<file path="src/hw/rtl/zipf_pkg.sv">
`timescale 1ns / 1ps
// ----------------------------------------------------------------------------
// zipf_pkg
// Shared types, widths and register codes for the Zipf transaction generator.
// ----------------------------------------------------------------------------
package zipf_pkg;

  // Default sizing
  localparam int unsigned DEF_TABLE_DEPTH = 1024;
  localparam int unsigned DEF_OBJ_LIMIT   = 64;

  // Fixed field widths
  localparam int unsigned THR_W      = 31;  // thresholds and random words
  localparam int unsigned ID_W       = 10;  // object id / entry index
  localparam int unsigned TXN_W      = 32;  // transaction number
  localparam int unsigned TSZ_W      = 11;  // table_size register
  localparam int unsigned CNT_W      = 7;   // per-transaction count registers
  localparam int unsigned CFG_IDX_W  = 3;
  localparam int unsigned CFG_DATA_W = 31;

  // Register indexes
  localparam logic [CFG_IDX_W-1:0] CFG_TABLE_SIZE      = 3'd0;
  localparam logic [CFG_IDX_W-1:0] CFG_OBJS_PER_TXN    = 3'd1;
  localparam logic [CFG_IDX_W-1:0] CFG_WRITE_THRESHOLD = 3'd2;
  localparam logic [CFG_IDX_W-1:0] CFG_FIXED_READS     = 3'd3;
  localparam logic [CFG_IDX_W-1:0] CFG_FIXED_WRITES    = 3'd4;

  // Register reset values
  localparam logic [TSZ_W-1:0] RST_TABLE_SIZE   = 11'd1024;
  localparam logic [CNT_W-1:0] RST_OBJS_PER_TXN = 7'd1;

  // Request codes
  localparam logic REQ_LOAD     = 1'b0;
  localparam logic REQ_GENERATE = 1'b1;

  typedef enum logic [1:0] {
    ST_IDLE,
    ST_SEARCH,
    ST_EMIT
  } zipf_state_t;

endpackage

</file>
<file path="src/hw/rtl/zipf_search.sv">
`timescale 1ns / 1ps
// ----------------------------------------------------------------------------
// zipf_search
// Binary search for the first entry not below the pick; one probe per cycle.
// ----------------------------------------------------------------------------
module zipf_search #(
  parameter int unsigned DEPTH = zipf_pkg::DEF_TABLE_DEPTH,
  parameter int unsigned AW    = $clog2(DEPTH),
  parameter int unsigned NW    = $clog2(DEPTH + 1)
) (
  input  logic                        clk,
  input  logic                        rst_n,
  input  logic                        start,
  input  logic [NW-1:0]               n_entries,   // already saturated to DEPTH
  input  logic [zipf_pkg::THR_W-1:0]  pick,
  output logic [AW-1:0]               rd_addr,
  input  logic [zipf_pkg::THR_W-1:0]  rd_data,
  output logic                        done,
  output logic [AW-1:0]               result
);

  logic                       busy_r, busy_nxt;
  logic                       done_r, done_nxt;
  logic [AW-1:0]              lo_r, lo_nxt;
  logic [AW-1:0]              hi_r, hi_nxt;
  logic [AW-1:0]              mid_r, mid_nxt;
  logic [zipf_pkg::THR_W-1:0] pick_r, pick_nxt;

  logic [NW-1:0] n_m1;
  logic [AW-1:0] hi0;
  logic [AW-1:0] step_lo;
  logic [AW-1:0] step_hi;
  logic [AW:0]   step_sum;
  logic          probe_le;

  assign n_m1 = n_entries - NW'(1);
  assign hi0  = n_m1[AW-1:0];

  // Compare the returned entry, narrow the window, form the next probe address.
  assign probe_le = (pick_r <= rd_data);
  assign step_lo  = probe_le ? lo_r : (mid_r + AW'(1));
  assign step_hi  = probe_le ? mid_r : hi_r;
  assign step_sum = {1'b0, step_lo} + {1'b0, step_hi};

  always_comb begin
    busy_nxt = busy_r;
    done_nxt = 1'b0;
    lo_nxt   = lo_r;
    hi_nxt   = hi_r;
    mid_nxt  = mid_r;
    pick_nxt = pick_r;
    rd_addr  = step_sum[AW:1];
    if (start) begin
      pick_nxt = pick;
      lo_nxt   = '0;
      hi_nxt   = hi0;
      mid_nxt  = hi0 >> 1;
      rd_addr  = hi0 >> 1;
      if (n_entries < NW'(2)) begin
        // empty or single-entry table: answer is entry 0
        done_nxt = 1'b1;
      end else begin
        busy_nxt = 1'b1;
      end
    end else if (busy_r) begin
      lo_nxt  = step_lo;
      hi_nxt  = step_hi;
      mid_nxt = step_sum[AW:1];
      if (step_lo >= step_hi) begin
        busy_nxt = 1'b0;
        done_nxt = 1'b1;
      end
    end
  end

  always_ff @(posedge clk) begin
    if (!rst_n) begin
      busy_r <= 1'b0;
      done_r <= 1'b0;
    end else begin
      busy_r <= busy_nxt;
      done_r <= done_nxt;
    end
    lo_r   <= lo_nxt;
    hi_r   <= hi_nxt;
    mid_r  <= mid_nxt;
    pick_r <= pick_nxt;
  end

  assign done   = done_r;
  assign result = lo_r;

endmodule

</file>
<file path="config.mk">
export PLATFORM = sky130hd
export DESIGN_NAME = zipf_search
export DESIGN_NICKNAME = d
export VERILOG_FILES = /design/src/hw/rtl/zipf_pkg.sv /design/src/hw/rtl/zipf_search.sv
export SDC_FILE = /design/constraint.sdc
export NUM_CORES = 1
export LEC_CHECK = 0
export BUFFER_PORTS_ARGS = -buffer_cell sky130_fd_sc_hd__clkbuf_2
export CAP_MARGIN = 20
export CORE_MARGIN = 2
export CORE_UTILIZATION = 50
export CTS_BUF_LIST = sky130_fd_sc_hd__clkbuf_8 sky130_fd_sc_hd__clkbuf_16
export DETAILED_ROUTE_END_ITERATION = 16
export PLACE_DENSITY = 0.88
export SLEW_MARGIN = 20
export SYNTH_ARGS = -nofsm -noshare
export SYNTH_HDL_FRONTEND = slang
export SYNTH_SLANG_ARGS = --single-unit
</file>
<file path="constraint.sdc">
create_clock -name clk -period 4.6 [get_ports clk]
set_input_delay 0.46 -clock clk [delete_from_list [all_inputs] [get_ports clk]]
set_output_delay 0.46 -clock clk [all_outputs]
set_load 0.01 [all_outputs]
</file>
==> metrics <==
fraction of layout cells with a size suffix above 1=38.26%; failing checks=setup timing; gpl congestion=0.9925; ys async rst share=0%; TritonCTS buffer count=9; Ys Warns=0; Ports=97; syn_area_per_cell=10.17 µm²; Rows=33; Worst-path clk slew=0.08 ns; area grow syn2layout=34.77%; Die W=96.97 µm; post-synthesis cell type count=55; 1st-iter DRT viols=241; vias in the first global route=4074; gr ovfl total=0; die area=0.009403 mm²; crit-path most repeated cell=ha_4; delay-heaviest family, CP=compound AO/OA/AOI/OAI gates; synthesized instance count=425; crit-path cells=ha_4 -> a211oi_2 -> nor2_1 -> o31a_1 -> nor3_2 -> nor2b_2 -> o21ai_4 -> mux2i_2 -> inv_1 -> ha_4 -> o21a_1 -> o21ai_2 -> nand2b_1 -> nand2_1 -> and4bb_1 -> o41ai_2 -> mux2i_1 -> o211ai_1 -> buf_2; Setup CP Type=reg2out; largest net degree at the start of global routing=40; Max Cap Viol=0; post-detail-place hpwl=8188 µm; Final Skew=0.01349 ns; H-tree depth=3; DRC viols=0; vias=3875; placed cell count=651; FILL cells=596; CP max stage cell=edfxtp_1; Hold Crit Class=in2reg; Tmin final=4.845 ns; Crit path depth=19; fmax=206.4 MHz; Via-to-Cell Ratio=5.699; RSZ-0062 raised after global routing=true; crit path buf inv count=2; clk_lat worst skew=0.35 ns; Max Root-Sink Buffers=2; Worst-Margin Slew=0.8504 ns; R2R depth=22; Starting Density=52.07%; Max FO, Critical Path=8; crit path DAT=4.39 ns; antenna violations before repair=0; Seq/Total Area, Yosys=40.76%; first-pass GRT wire length=18690 µm; number of synthesized flops with an enable pin=50; WHS Path Cells=1; post-synth net total=555; Tcrit/Tclk final=105.3%; Worst setup SP type=flop; Pwr per Cell Area=529.8 mW/mm²; clk sinks=63; Relative slew margins=43.17%; post-synthesis cell area=0.004322 mm²; outcome=complete, but fails checks; antenna-violating nets left=0; GR Util All Layers=24.51%; slack of the critical path=-0.2454 ns; total power=3.086 mW; Non-Filler Instances=680; Core ar.=0.008299 mm²; Slew Viols, Final=0; Crit path largest cell delay=0.43 ns; worst vdd rail ir drop=0.3062 mV; I/O Buffers=96; CTS tree=yes; Setup violations, final=6; CTS root buf=clkbuf_8; Main synth FF type=edfxtp_1; Leak=2.672 nW; final hold vios=0; synthesized flop and latch total=63; # diodes=0; Req. time, crit path=4.14 ns; Routed WL per cell=17.63 µm; Die Y=96.97 µm; Nets=700; drt first pass iters=5; Total Wirelength=11990 µm; CTS Hold Bufs=0; crit path capture type=primary output
[metrics by stage]
| step | hold slack [ns] | util (%) | setup slack, ns | setup TNS (ns) | cell area (µm²) |
|---|---|---|---|---|---|
| 2_1_floorplan | 0.4705 | - | 0.009356 | 0 | 4327 |
| 3_3_place_gp | 0.4899 | 62.17 | 0.03148 | 0 | 5160 |
| 3_5_place_dp | 0.4944 | 62.17 | -0.2027 | -0.7295 | 5160 |
| 4_1_cts | 0.2756 | 67.53 | -0.1692 | -0.5538 | 5604 |
| 5_1_grt | 0.2632 | 70.18 | -0.3836 | -2.066 | 5824 |
| 6_report | 0.2774 | 70.18 | -0.2454 | -0.6447 | 5824 |
[state kept, by name, summed over array words and instances, names as in the netlist]
signal,count
hi_r,10
result,10
pick_r,31
mid_r,10
done,1
busy_r,1
[routing by layer]
metal  GRT usage [%]  wire [µm]
met1           29.55       4810
met4           7.042        248
met2           43.59       6031
met5               0          0
met3           5.708        897
[repair_timing]
action,in CTS,in global routing
pin swaps,14,16
endpoints found under the setup margin,8,9
gates resized for setup,33,39
cloned,1,0
setup buffers,7,6
[report_power, final]
| part | internal (mW) | total [mW] | switching, mW |
|---|---|---|---|
| Combinational | 0.823 | 1.69 | 0.869 |
| Sequential | 0.740 | 0.854 | 0.115 |
| Clock | 0.300 | 0.539 | 0.238 |
| Total | 1.86 | 3.09 | 1.22 |
[placed cells by master, fill, tap and decap left out, drive strengths merged, types with 7 or more instances in the layout]
| cell | n |
|---|---|
| ha | 53 |
| xnor2 | 13 |
| nand4 | 8 |
| nor4 | 8 |
| dfxtp | 13 |
| a21oi | 24 |
| nor3 | 8 |
| inv | 55 |
| clkbuf | 101 |
| buf | 52 |
| nor2 | 30 |
| mux2i | 30 |
| o21ai | 17 |
| nand2 | 26 |
| xor2 | 7 |
| edfxtp | 50 |
| nand3 | 14 |
[area by class of cell]
| type | instances | area [µm²] | share of cell area [%] |
|---|---|---|---|
| clock buffers | 9 | 123.9 | 2.127 |
| clock inverters | 7 | 87.58 | 1.504 |
| flip-flops and latches | 63 | 1762 | 30.25 |
| inverters | 55 | 206.4 | 3.545 |
| multi-input cells | 297 | 2664 | 45.74 |
| well taps | 105 | 131.4 | 2.256 |
| repair buffers | 144 | 849.6 | 14.59 |
[final timing paths]
| kind | to | slack (ns) | from |
|---|---|---|---|
| setup / recovery | rd_addr[7] | -0.25 | pick_r[4]$_DFFE_PP_ |
| hold / removal | pick_r[20]$_DFFE_PP_ | 0.28 | pick[20] |
| setup reg to reg | done$_SDFF_PN0_ | 0.29 | pick_r[4]$_DFFE_PP_ |
| hold reg to reg | mid_r[9]$_SDFFE_PP0P_ | 0.54 | mid_r[9]$_SDFFE_PP0P_ |
[logic make-up (layout without fill, tap and decap cells)]
kind of cell,count (synthesis),in the layout,share of synthesized area (%)
xor+xnor,20,20,4.053
compound gates,77,77,11.81
simple gates,112,112,13.69
buf+inv,65,215,5.704
mux,34,34,8.164
flops,63,63,40.76
fa+ha+maj,54,54,15.81
[synthesized netlist by cell type, drive strengths merged, types with 2 or more instances]
library cell  count  share of area [%]
nand4             8                1.7
a21boi            3               0.52
o21ai            17                2.0
nor2b             4               0.58
o22a              2               0.41
and3              3               0.43
o21bai            3               0.52
inv              55                4.8
or2               2               0.29
nor2             30                2.6
buf               2               0.23
mux2              4                1.0
a211oi            5                1.1
nand3b            2               0.35
nand2b            4               0.58
clkbuf            8               0.69
nor3              8               0.93
dfxtp            13                6.0
nand3            14                1.7
o21a              4               0.69
nand2            26                2.3
o211ai            4               0.81
a21oi            24                2.8
xor2              7                1.4
xnor2            13                2.6
ha               53                 15
nor4              8                1.7
edfxtp           50                 35
mux2i            30                7.1
a21o              4               0.69
No activity file was read; power rests on OpenSTA's default activity.
